**src/ccsr_pkg.sv**
```systemverilog
`timescale 1ns / 1ps
`default_nettype none
// ----------------------------------------------------------------------------
// Coil combine package
// Shared types and fixed constants for the coil combination block.
// ----------------------------------------------------------------------------
package ccsr_pkg;

    // Output field width and the packed output word
    localparam int OUT_W       = 22;
    localparam int OUT_TDATA_W = ((2 * OUT_W + 7) / 8) * 8;
    localparam int OUT_MAX     = 2097151;
    localparam int OUT_MIN     = -2097152;

    // Configuration port
    localparam int CFG_IDX_W  = 1;
    localparam int CFG_DATA_W = 7;
    localparam int GS_W       = 7;

    localparam logic [CFG_IDX_W-1:0] REG_METHOD     = 1'b0;
    localparam logic [CFG_IDX_W-1:0] REG_GROUP_SIZE = 1'b1;

    localparam logic METHOD_ADD = 1'b0;
    localparam logic METHOD_RMS = 1'b1;

    // Sequencer of the top level
    typedef enum logic [2:0] {
        ST_IDLE,
        ST_SQ_RE,
        ST_SQ_IM,
        ST_ACC,
        ST_DIV_GO,
        ST_ROOT,
        ST_EMIT
    } t_state;

    // Phases of the divide / root engine
    typedef enum logic [1:0] {
        PH_IDLE,
        PH_DIV,
        PH_SQRT
    } t_eng_phase;

    // Status from the engine to the sequencer
    typedef struct packed {
        logic busy;
        logic done;
    } t_eng_status;

endpackage : ccsr_pkg
`default_nettype wire

```
**src/ccsr_squarer.sv**
```systemverilog
`timescale 1ns / 1ps
`default_nettype none
// ----------------------------------------------------------------------------
// Registered squarer
// Squares one signed sample through its magnitude; product registered.
// ----------------------------------------------------------------------------
module ccsr_squarer #(
    parameter int SAMPLE_BITS = 16
) (
    input  wire logic                            i_clk,
    input  wire logic signed [SAMPLE_BITS-1:0]   i_sample,
    output logic             [2*SAMPLE_BITS-1:0] o_square
);
    import ccsr_pkg::*;

    logic [SAMPLE_BITS-1:0]   w_mag;
    logic [2*SAMPLE_BITS-1:0] r_square;

    // most negative value maps to 2^(n-1), which still fits unsigned
    assign w_mag = i_sample[SAMPLE_BITS-1] ? (~i_sample + 1'b1) : i_sample;

    always_ff @(posedge i_clk) begin
        r_square <= (2*SAMPLE_BITS)'(w_mag) * (2*SAMPLE_BITS)'(w_mag);
    end

    assign o_square = r_square;

endmodule : ccsr_squarer
`default_nettype wire

```
**src/ccsr_divsqrt.sv**
```systemverilog
`timescale 1ns / 1ps
`default_nettype none
// ----------------------------------------------------------------------------
// Divide and root engine
// Restoring divide of the power sum by the count, then digit-by-digit
// integer square root of the quotient, both on one shared trial subtractor.
// ----------------------------------------------------------------------------
module ccsr_divsqrt #(
    parameter int POW_W = 38,
    parameter int CNT_W = 7
) (
    input  wire logic                       i_clk,
    input  wire logic                       i_rst_n,
    input  wire logic                       i_start,
    input  wire logic [POW_W-1:0]           i_dividend,
    input  wire logic [CNT_W-1:0]           i_divisor,
    output ccsr_pkg::t_eng_status           o_status,
    output logic      [(POW_W+1)/2-1:0]     o_root
);
    import ccsr_pkg::*;

    localparam int ROOT_W = (POW_W + 1) / 2;
    localparam int WORK_W = 2 * ROOT_W;
    localparam int SUB_W  = (CNT_W + 1 > ROOT_W + 2) ? CNT_W + 1 : ROOT_W + 2;
    localparam int STEP_W = $clog2(WORK_W);

    t_eng_phase          r_phase, n_phase;
    logic [WORK_W-1:0]   r_work, n_work;
    logic [SUB_W-1:0]    r_rem, n_rem;
    logic [ROOT_W-1:0]   r_root, n_root;
    logic [CNT_W-1:0]    r_divisor, n_divisor;
    logic [STEP_W-1:0]   r_step, n_step;
    logic                r_done, n_done;

    logic [CNT_W:0]      w_div_a;
    logic [ROOT_W+1:0]   w_sq_a;
    logic [ROOT_W+1:0]   w_sq_b;
    logic [SUB_W-1:0]    w_op_a;
    logic [SUB_W-1:0]    w_op_b;
    logic [SUB_W:0]      w_diff;
    logic                w_ge;
    logic [SUB_W-1:0]    w_rem_next;

    // shared trial subtractor
    assign w_div_a    = {r_rem[CNT_W-1:0], r_work[WORK_W-1]};
    assign w_sq_a     = {r_rem[ROOT_W-1:0], r_work[WORK_W-1 -: 2]};
    assign w_sq_b     = {r_root, 2'b01};
    assign w_op_a     = (r_phase == PH_SQRT) ? SUB_W'(w_sq_a) : SUB_W'(w_div_a);
    assign w_op_b     = (r_phase == PH_SQRT) ? SUB_W'(w_sq_b) : SUB_W'(r_divisor);
    assign w_diff     = {1'b0, w_op_a} - {1'b0, w_op_b};
    assign w_ge       = ~w_diff[SUB_W];
    assign w_rem_next = w_ge ? w_diff[SUB_W-1:0] : w_op_a;

    // next phase
    always_comb begin
        n_phase = r_phase;
        case (r_phase)
            PH_IDLE: begin
                if (i_start) begin
                    n_phase = PH_DIV;
                end
            end
            PH_DIV: begin
                if (r_step == '0) begin
                    n_phase = PH_SQRT;
                end
            end
            PH_SQRT: begin
                if (r_step == '0) begin
                    n_phase = PH_IDLE;
                end
            end
            default: begin
                n_phase = PH_IDLE;
            end
        endcase
    end

    // datapath per phase
    always_comb begin
        n_work    = r_work;
        n_rem     = r_rem;
        n_root    = r_root;
        n_divisor = r_divisor;
        n_step    = r_step;
        n_done    = 1'b0;
        case (r_phase)
            PH_IDLE: begin
                if (i_start) begin
                    n_work    = WORK_W'(i_dividend);
                    n_rem     = '0;
                    n_root    = '0;
                    n_divisor = i_divisor;
                    n_step    = STEP_W'(WORK_W - 1);
                end
            end
            PH_DIV: begin
                // quotient bits enter from the bottom as dividend bits leave
                n_work = {r_work[WORK_W-2:0], w_ge};
                if (r_step == '0) begin
                    n_rem  = '0;
                    n_step = STEP_W'(ROOT_W - 1);
                end else begin
                    n_rem  = w_rem_next;
                    n_step = r_step - 1'b1;
                end
            end
            PH_SQRT: begin
                n_work = {r_work[WORK_W-3:0], 2'b00};
                n_rem  = w_rem_next;
                n_root = {r_root[ROOT_W-2:0], w_ge};
                if (r_step == '0) begin
                    n_done = 1'b1;
                end else begin
                    n_step = r_step - 1'b1;
                end
            end
            default: begin
                n_done = 1'b0;
            end
        endcase
    end

    always_ff @(posedge i_clk) begin
        if (!i_rst_n) begin
            r_phase <= PH_IDLE;
            r_done  <= 1'b0;
        end else begin
            r_phase <= n_phase;
            r_done  <= n_done;
        end
    end

    always_ff @(posedge i_clk) begin
        r_work    <= n_work;
        r_rem     <= n_rem;
        r_root    <= n_root;
        r_divisor <= n_divisor;
        r_step    <= n_step;
    end

    assign o_status.busy = (r_phase != PH_IDLE);
    assign o_status.done = r_done;
    assign o_root        = r_root;

endmodule : ccsr_divsqrt
`default_nettype wire

```
**src/coil_combine_sum_or_rms_top.sv**
```systemverilog
`timescale 1ns / 1ps
`default_nettype none
// ----------------------------------------------------------------------------
// Coil combine, complex sum or root of mean sum of squares
// Accumulates complex samples per group and emits the complex sum or the
// integer root of the mean power when a group closes.
// ----------------------------------------------------------------------------
// Input pacing: the shared squarer handles one sample at a time (real
//   part, then imaginary part, then the power add), and no new sample is
//   taken before it is done. A sample that closes a group holds the input
//   until its result word is loaded, longer while an earlier one still waits.
// Result path: in complex sum mode the closing sample passes the square,
//   accumulate and emit states, and emit loads the output register. Root
//   mode adds the divide/root engine, a divide phase then a root phase;
//   no sample is taken meanwhile.
// Reset: synchronous, active low; clears the sequencer, the accumulators,
//   the count and the output valid, and sets method to sum, group size to 1.
// ----------------------------------------------------------------------------
module coil_combine_sum_or_rms_top #(
    parameter int MAX_GROUP   = 64,
    parameter int SAMPLE_BITS = 16
) (
    input  wire logic                                      i_clk,
    input  wire logic                                      i_rst_n,
    // configuration writes
    input  wire logic                                      i_cfg_wr_en,
    input  wire logic [ccsr_pkg::CFG_IDX_W-1:0]            i_cfg_index,
    input  wire logic [ccsr_pkg::CFG_DATA_W-1:0]           i_cfg_data,
    // sample words in
    input  wire logic                                      s_axis_tvalid,
    output logic                                           s_axis_tready,
    // fields from bit 0: sample_re, sample_im, zero fill
    input  wire logic [((2*SAMPLE_BITS+7)/8)*8-1:0]        s_axis_tdata,
    // result words out
    output logic                                           m_axis_tvalid,
    input  wire logic                                      m_axis_tready,
    // fields from bit 0: out_re, out_im, zero fill
    output logic [ccsr_pkg::OUT_TDATA_W-1:0]               m_axis_tdata
);
    import ccsr_pkg::*;

    localparam int CNT_W  = $clog2(MAX_GROUP + 1);
    localparam int SUM_W  = SAMPLE_BITS + $clog2(MAX_GROUP);
    localparam int POW_W  = 2 * SAMPLE_BITS + $clog2(MAX_GROUP);
    localparam int ROOT_W = (POW_W + 1) / 2;
    localparam int LIM_W  = (CNT_W > GS_W) ? CNT_W : GS_W;
    localparam int CMP_W  = (SUM_W > OUT_W) ? SUM_W : OUT_W;
    localparam int RCMP_W = (ROOT_W > OUT_W) ? ROOT_W : OUT_W;

    localparam logic signed [CMP_W-1:0] SAT_HI   = CMP_W'(OUT_MAX);
    localparam logic signed [CMP_W-1:0] SAT_LO   = CMP_W'(OUT_MIN);
    localparam logic        [RCMP_W-1:0] ROOT_HI = RCMP_W'(OUT_MAX);

    // configuration registers
    logic                    r_method;
    logic [GS_W-1:0]         r_group_size;

    // sequencer
    t_state                  r_state, n_state;
    logic                    w_accept;
    logic                    w_sel_im;
    logic                    w_pow_add;
    logic                    w_seen_inc;
    logic                    w_eng_start;
    logic                    w_out_load;
    logic                    w_close;

    // group accumulators and the sample held for squaring
    logic signed [SAMPLE_BITS-1:0] r_re;
    logic signed [SAMPLE_BITS-1:0] r_im;
    logic signed [SAMPLE_BITS-1:0] w_in_re;
    logic signed [SAMPLE_BITS-1:0] w_in_im;
    logic signed [SAMPLE_BITS-1:0] w_mul_in;
    logic [2*SAMPLE_BITS-1:0]      w_square;
    logic signed [SUM_W-1:0]       r_sum_re;
    logic signed [SUM_W-1:0]       r_sum_im;
    logic [POW_W-1:0]              r_power;
    logic [CNT_W-1:0]              r_seen;
    logic [CNT_W-1:0]              w_seen_next;
    logic [LIM_W-1:0]              w_gs;
    logic [LIM_W-1:0]              w_limit;

    // engine
    t_eng_status                   w_eng;
    logic [ROOT_W-1:0]             w_root;

    // output stage
    logic                          r_out_valid;
    logic [OUT_W-1:0]              r_out_re;
    logic [OUT_W-1:0]              r_out_im;
    logic signed [CMP_W-1:0]       w_re_ext;
    logic signed [CMP_W-1:0]       w_im_ext;
    logic [OUT_W-1:0]              w_re_sat;
    logic [OUT_W-1:0]              w_im_sat;
    logic [RCMP_W-1:0]             w_root_ext;
    logic [OUT_W-1:0]              w_mag;

    // ------------------------------------------------------------------
    // configuration: unchecked by the block, the user writes only while no group result is outstanding
    // ------------------------------------------------------------------
    always_ff @(posedge i_clk) begin
        if (!i_rst_n) begin
            r_method     <= METHOD_ADD;
            r_group_size <= GS_W'(1);
        end else if (i_cfg_wr_en) begin
            case (i_cfg_index)
                REG_METHOD:     r_method     <= i_cfg_data[0];
                REG_GROUP_SIZE: r_group_size <= i_cfg_data[GS_W-1:0];
                default:        r_method     <= r_method;
            endcase
        end
    end

    // ------------------------------------------------------------------
    // group close test: zero counts as one, oversize clamps to MAX_GROUP
    // ------------------------------------------------------------------
    assign w_gs        = LIM_W'(r_group_size);
    assign w_limit     = (w_gs == '0)                 ? LIM_W'(1) :
                         (w_gs > LIM_W'(MAX_GROUP))   ? LIM_W'(MAX_GROUP) : w_gs;
    assign w_seen_next = r_seen + 1'b1;
    assign w_close     = (LIM_W'(w_seen_next) >= w_limit);

    // ------------------------------------------------------------------
    // sequencer: next state
    // ------------------------------------------------------------------
    always_comb begin
        n_state = r_state;
        case (r_state)
            ST_IDLE: begin
                if (s_axis_tvalid) begin
                    n_state = ST_SQ_RE;
                end
            end
            ST_SQ_RE: begin
                n_state = ST_SQ_IM;
            end
            ST_SQ_IM: begin
                n_state = ST_ACC;
            end
            ST_ACC: begin
                if (!w_close) begin
                    n_state = ST_IDLE;
                end else if (r_method == METHOD_RMS) begin
                    n_state = ST_DIV_GO;
                end else begin
                    n_state = ST_EMIT;
                end
            end
            ST_DIV_GO: begin
                n_state = ST_ROOT;
            end
            ST_ROOT: begin
                if (w_eng.done) begin
                    n_state = ST_EMIT;
                end
            end
            ST_EMIT: begin
                if (!r_out_valid || m_axis_tready) begin
                    n_state = ST_IDLE;
                end
            end
            default: begin
                n_state = ST_IDLE;
            end
        endcase
    end

    // ------------------------------------------------------------------
    // sequencer: controls per state
    // ------------------------------------------------------------------
    always_comb begin
        s_axis_tready = 1'b0;
        w_sel_im      = 1'b0;
        w_pow_add     = 1'b0;
        w_seen_inc    = 1'b0;
        w_eng_start   = 1'b0;
        w_out_load    = 1'b0;
        case (r_state)
            ST_IDLE:   s_axis_tready = 1'b1;
            ST_SQ_RE:  w_sel_im      = 1'b0;
            ST_SQ_IM: begin
                // square of the real part is ready; start the imaginary one
                w_sel_im  = 1'b1;
                w_pow_add = 1'b1;
            end
            ST_ACC: begin
                w_pow_add  = 1'b1;
                w_seen_inc = 1'b1;
            end
            ST_DIV_GO: w_eng_start = 1'b1;
            ST_ROOT:   w_eng_start = 1'b0;
            ST_EMIT:   w_out_load  = !r_out_valid || m_axis_tready;
            default:   s_axis_tready = 1'b0;
        endcase
    end

    assign w_accept = s_axis_tvalid && s_axis_tready;

    always_ff @(posedge i_clk) begin
        if (!i_rst_n) begin
            r_state <= ST_IDLE;
        end else begin
            r_state <= n_state;
        end
    end

    // ------------------------------------------------------------------
    // shared squarer: real part first, then imaginary part
    // ------------------------------------------------------------------
    assign w_in_re  = s_axis_tdata[SAMPLE_BITS-1:0];
    assign w_in_im  = s_axis_tdata[2*SAMPLE_BITS-1:SAMPLE_BITS];
    assign w_mul_in = w_sel_im ? r_im : r_re;

    ccsr_squarer #(
        .SAMPLE_BITS (SAMPLE_BITS)
    ) u_squarer (
        .i_clk    (i_clk),
        .i_sample (w_mul_in),
        .o_square (w_square)
    );

    // hold the sample for the squarer
    always_ff @(posedge i_clk) begin
        if (w_accept) begin
            r_re <= w_in_re;
            r_im <= w_in_im;
        end
    end

    // ------------------------------------------------------------------
    // accumulators: complex sums on accept, power in two adds (real square,
    // then imaginary square), all cleared when the result word is loaded
    // ------------------------------------------------------------------
    always_ff @(posedge i_clk) begin
        if (!i_rst_n) begin
            r_sum_re <= '0;
            r_sum_im <= '0;
            r_power  <= '0;
            r_seen   <= '0;
        end else if (w_out_load) begin
            r_sum_re <= '0;
            r_sum_im <= '0;
            r_power  <= '0;
            r_seen   <= '0;
        end else begin
            if (w_accept) begin
                r_sum_re <= r_sum_re + SUM_W'(w_in_re);
                r_sum_im <= r_sum_im + SUM_W'(w_in_im);
            end
            if (w_pow_add) begin
                r_power <= r_power + POW_W'(w_square);
            end
            if (w_seen_inc) begin
                r_seen <= w_seen_next;
            end
        end
    end

    // ------------------------------------------------------------------
    // divide by count, then integer square root
    // ------------------------------------------------------------------
    ccsr_divsqrt #(
        .POW_W (POW_W),
        .CNT_W (CNT_W)
    ) u_divsqrt (
        .i_clk      (i_clk),
        .i_rst_n    (i_rst_n),
        .i_start    (w_eng_start),
        .i_dividend (r_power),
        .i_divisor  (r_seen),
        .o_status   (w_eng),
        .o_root     (w_root)
    );

    // ------------------------------------------------------------------
    // saturate to the signed output range
    // ------------------------------------------------------------------
    assign w_re_ext = CMP_W'(r_sum_re);
    assign w_im_ext = CMP_W'(r_sum_im);
    assign w_re_sat = (w_re_ext > SAT_HI) ? OUT_W'(SAT_HI) :
                      (w_re_ext < SAT_LO) ? OUT_W'(SAT_LO) : w_re_ext[OUT_W-1:0];
    assign w_im_sat = (w_im_ext > SAT_HI) ? OUT_W'(SAT_HI) :
                      (w_im_ext < SAT_LO) ? OUT_W'(SAT_LO) : w_im_ext[OUT_W-1:0];

    assign w_root_ext = RCMP_W'(w_root);
    assign w_mag      = (w_root_ext > ROOT_HI) ? OUT_W'(ROOT_HI) : w_root_ext[OUT_W-1:0];

    // ------------------------------------------------------------------
    // output register: holds the word while the sink stalls
    // ------------------------------------------------------------------
    always_ff @(posedge i_clk) begin
        if (!i_rst_n) begin
            r_out_valid <= 1'b0;
        end else if (w_out_load) begin
            r_out_valid <= 1'b1;
        end else if (m_axis_tready) begin
            r_out_valid <= 1'b0;
        end
    end

    always_ff @(posedge i_clk) begin
        if (w_out_load) begin
            if (r_method == METHOD_RMS) begin
                r_out_re <= w_mag;
                r_out_im <= '0;
            end else begin
                r_out_re <= w_re_sat;
                r_out_im <= w_im_sat;
            end
        end
    end

    assign m_axis_tvalid = r_out_valid;
    assign m_axis_tdata  = OUT_TDATA_W'({r_out_im, r_out_re});

    // ------------------------------------------------------------------
    // checks
    // ------------------------------------------------------------------
    a_seen_below_max : assert property (@(posedge i_clk) disable iff (!i_rst_n)
        (r_state == ST_IDLE) |-> (r_seen < CNT_W'(MAX_GROUP)))
        else $error("open group count reached the group limit while idle");

    a_start_when_free : assert property (@(posedge i_clk) disable iff (!i_rst_n)
        w_eng_start |-> !w_eng.busy)
        else $error("engine started while busy");

    a_done_in_root : assert property (@(posedge i_clk) disable iff (!i_rst_n)
        w_eng.done |-> (r_state == ST_ROOT))
        else $error("engine finished outside the root wait");

    a_load_from_emit : assert property (@(posedge i_clk) disable iff (!i_rst_n)
        $rose(m_axis_tvalid) |-> ($past(r_state) == ST_EMIT))
        else $error("result word appeared without an emit step");

endmodule : coil_combine_sum_or_rms_top
`default_nettype wire
```
**config.mk**
```make
export PLATFORM = sky130hd
export DESIGN_NAME = coil_combine_sum_or_rms_top
export DESIGN_NICKNAME = d
export VERILOG_FILES = /design/src/ccsr_pkg.sv /design/src/ccsr_squarer.sv /design/src/ccsr_divsqrt.sv /design/src/coil_combine_sum_or_rms_top.sv
export SDC_FILE = /design/constraint.sdc
export NUM_CORES = 1
export LEC_CHECK = 0
export BUFFER_PORTS_ARGS = -buffer_cell sky130_fd_sc_hd__buf_2
export CAP_MARGIN = 20
export CORE_MARGIN = 2
export CORE_UTILIZATION = 40
export DETAILED_ROUTE_END_ITERATION = 12
export PLACE_DENSITY = 0.59
export REMOVE_ABC_BUFFERS = 1
export SYNTH_ARGS = -nofsm -noshare
export SYNTH_HDL_FRONTEND = slang
export SYNTH_HIERARCHICAL = 1
export SYNTH_SLANG_ARGS = --single-unit
```
**constraint.sdc**
```tcl
create_clock -name i_clk -period 17.3 [get_ports i_clk]
set_input_delay 0 -clock i_clk [delete_from_list [all_inputs] [get_ports i_clk]]
set_output_delay 0 -clock i_clk [all_outputs]
set_load 0.005 [all_outputs]
```
==> metrics.json <==
{
  "setup-violations-final": {"value": 0},
  "post_drt_via_cell_ratio": {"value": 5.380},
  "route.met2.wl": {"value": 29520, "unit": "um"},
  "clock-skew-final": {"value": 24.69, "unit": "ps"},
  "worst_setup_path_start_kind": {"value": "flip-flop"},
  "grt_first_pass_wirelength": {"value": 101300, "unit": "um"},
  "synth.ff_latch_count": {"value": 300},
  "timing.final.crit_share": {"value": 59.43, "unit": "%"},
  "placement.io_buffers": {"value": 90},
  "hold_path_class": {"value": "in2reg"},
  "pin_count": {"value": 95},
  "detailedPlace.worstSlack": {"value": 7160, "unit": "ps"},
  "grtUsageTotal": {"value": 19.90, "unit": "%"},
  "route.top_layer_used": {"value": "met5"},
  "post_route_cells_drive_above_1_share": {"value": 9.393, "unit": "%"},
  "crit_path_top_delay_cell": {"value": "or4b_2"},
  "clk_transition_reported_paths": {"value": 70, "unit": "ps"},
  "cp_slowest_stage_delay": {"value": 620, "unit": "ps"},
  "finalWorstPathRequiredPeriod": {"value": 10280, "unit": "ps"},
  "htree_num_levels": {"value": 2},
  "layout-area-overhead-vs-synth": {"value": 11.79, "unit": "%"},
  "drt-wirelength-per-cell": {"value": 17.52, "unit": "um"},
  "core_area": {"value": 0.06036, "unit": "mm^2"},
  "m1WireLength": {"value": 27640, "unit": "um"},
  "critical_path.max_fanout": {"value": 43},
  "postRouteWirelength": {"value": 62240, "unit": "um"},
  "dpl.hpwl": {"value": 46970, "unit": "um"},
  "cp.required": {"value": 17760, "unit": "ps"},
  "ctsRootBufferMaster": {"value": "clkbuf_16"},
  "initial_antenna_violation_count": {"value": 5},
  "synthesized_instance_count": {"value": 2626},
  "cts_tree": {"value": "done"},
  "dr_wl_met3": {"value": 3536, "unit": "um"},
  "pre_repair_dr_iteration_count": {"value": 5},
  "timing.fmax": {"value": 97.26, "unit": "MHz"},
  "cts.sinks": {"value": 300},
  "worst_case_setup_margin_in_the_final_layout": {"value": 7019, "unit": "ps"},
  "drc_errors": {"value": 0},
  "critical_path_arrival": {"value": 10750, "unit": "ps"},
  "synth-main-ff-cell": {"value": "edfxtp_1"},
  "cts-buffers-inserted": {"value": 36},
  "largest_net_degree_at_the_start_of_global_routing": {"value": 82},
  "synth_seq_area_share": {"value": 31.36, "unit": "%"},
  "finalWeightedCongestion": {"value": 0.9139},
  "worst_pin_slew": {"value": 1056, "unit": "ps"},
  "synth_async_sr_flop_share": {"value": 0, "unit": "%"},
  "synthDistinctLibCells": {"value": 93},
  "final-hold-violation-count": {"value": 0},
  "post_cts_buffers": {"value": 0},
  "gr-total-overflow": {"value": 0},
  "start_util": {"value": 40.45, "unit": "%"},
  "drtIter0Drc": {"value": 952},
  "cts_resized": {"value": 0},
  "netlist_area": {"value": 0.02442, "unit": "mm^2"},
  "critical-path-top-cell-by-count": {"value": "fa_1"},
  "final.setup.tns": {"value": 0, "unit": "ps"},
  "cts_buffer_depth": {"value": 3},
  "std_cell_rows": {"value": 90},
  "worstSkewPairLatency": {"value": 560, "unit": "ps"},
  "number_of_global_route_vias_before_repair": {"value": 19520},
  "count_of_pins_over_their_slew_limit": {"value": 0},
  "die_height": {"value": 251.1, "unit": "um"},
  "die_area": {"value": 0.06303, "unit": "mm^2"},
  "drv_cap": {"value": 0},
  "worst-r2r-setup-slack": {"value": 7020, "unit": "ps"},
  "crit_path_end_kind": {"value": "flip-flop"},
  "synth-warning-count": {"value": 6},
  "synth_edf_count": {"value": 165},
  "timing.max_slew.rel_slack": {"value": 29.14, "unit": "%"},
  "grt_setup_unrepaired": {"value": "false"},
  "route.vias.total": {"value": 19114},
  "drt.antenna.violating_nets": {"value": 0},
  "critPathKind": {"value": "reg2reg"},
  "syn_avg_cell_area": {"value": 9.298, "unit": "um^2"},
  "post_cts_hold_buffer_count": {"value": 57},
  "final_net_count": {"value": 3161},
  "outcome": {"value": "completed"},
  "die_width": {"value": 251.1, "unit": "um"}
}
cells in the mapped netlist (all sizes together) (9+ instances only):
library cell	count	area (um^2)
inv	295	1107
nand2	270	1016
a21oi	224	1144
ha	205	2565
nor2	189	709.4
fa	169	3383
edfxtp	165	4955
dfxtp	135	2703
o21ai	101	524.3
clkbuf	84	349.1
xnor2	78	698.2
nand3	74	370.4
nor2b	52	332.8
a21o	51	384.1
xor2	48	435.4
and2	44	277.8
mux2	43	488.0
nor3	41	205.2
a22oi	37	277.8
a211oi	24	180.2
and3	24	152.6
buf	20	167.7
o211ai	18	140.1
nand2b	17	113.9
o21a	17	127.6
nand4	16	100.1
mux2i	15	175.2
or3	14	87.58
a21boi	13	101.4
a31oi	12	90.09
o21bai	11	82.58
a221oi	9	78.83
o31ai	9	67.56
worst max-delay path: cells and delay by family (launching register included):
kind            cells  cell delay [ps]
compound gates      5              910
fa+ha+maj           8             3920
flops               1              480
xor+xnor            1              590
buf+inv             6             1440
mux                 1              430
simple gates        7             2400
routing by layer:
| metal | vias up | global-route usage (%) |
|---|---|---|
| met3 | 94 | 3.686 |
| met2 | 469 | 33.84 |
| met1 | 9308 | 25.88 |
| met5 | - | 0 |
| met4 | 4 | 5.629 |
| li1 | 9239 | - |
flip-flops by register name, indices dropped and copies added, names as in the netlist, 19 cells and up:
register,flops
u_divsqrt/r_work,38
r_power,38
r_out_re,22
u_divsqrt/o_root,19
u_squarer/o_square,31
r_sum_im,22
r_sum_re,22
u_divsqrt/r_rem,19
r_out_im,22
layout make-up:
class,instances,area (um^2)
diodes,3,7.507
clock buffers,47,983.4
clock inverters,17,155.1
fillers,5787,33060
inverters,302,1134
multi-input cells,1933,15190
flip-flops and latches,300,7659
well taps,782,978.4
repair buffers,169,1186
metrics by stage:
| step | utilization, % | instance area (um^2) | hold WS, ps | std cells |
|---|---|---|---|---|
| global placement | 42.38 | 25580 | 208.4 | 3429 |
| floorplan | - | 23950 | 71.83 | 2535 |
| detailed placement | 42.38 | 25580 | 203.7 | 3429 |
| global route | 45.22 | 27290 | 193.0 | 3553 |
| finish | 45.22 | 27290 | 191.5 | 3553 |
| CTS | 45.21 | 27290 | 167.6 | 3550 |
cell usage in the layout, fill, tap and decap left out, drive strengths merged, types with 37 or more instances in the layout:
| cell | netlist | routed |
|---|---|---|
| o21ai | 101 | 101 |
| nor2b | 52 | 52 |
| buf | 20 | 112 |
| nor2 | 189 | 189 |
| nand3 | 74 | 74 |
| ha | 205 | 205 |
| clkbuf | 84 | 47 |
| xor2 | 48 | 48 |
| and2 | 44 | 44 |
| inv | 295 | 298 |
| xnor2 | 78 | 78 |
| nor3 | 41 | 41 |
| a22oi | 37 | 37 |
| a21o | 51 | 51 |
| fa | 169 | 169 |
| dlygate4sd3 | 0 | 57 |
| edfxtp | 165 | 165 |
| mux2 | 43 | 43 |
| dfxtp | 135 | 135 |
| nand2 | 270 | 270 |
| a21oi | 224 | 224 |
final timing paths:
| kind | endpoint | cells after the start | start |
|---|---|---|---|
| setup / recovery | u_squarer/o_square[30]$_DFF_P_ | 28 | r_state[1]$_SDFFE_PN0P_ |
| hold / removal | r_im[3]$_DFFE_PP_ | 2 | s_axis_tdata[19] |
| setup reg to reg | u_squarer/o_square[30]$_DFF_P_ | 28 | r_state[1]$_SDFFE_PN0P_ |
| hold reg to reg | r_sum_im[13]$_SDFFE_PP0P_ | 2 | r_sum_im[13]$_SDFFE_PP0P_ |
kinds of logic after synthesis:
family | count (synthesis) | synth area share [%]
buffers and inverters | 406 | 6.759
other | 3 | 0.04612
and+or+nand+nor | 786 | 15.30
AOI/OAI and AO/OA | 573 | 14.82
muxes | 58 | 2.716
xor gates and xnor gates | 126 | 4.643
DFF | 300 | 31.36
adders and majority gates | 374 | 24.36
Power is not shown: default switching activity piles up to over one toggle a cycle in this logic, so the estimate is an artifact.
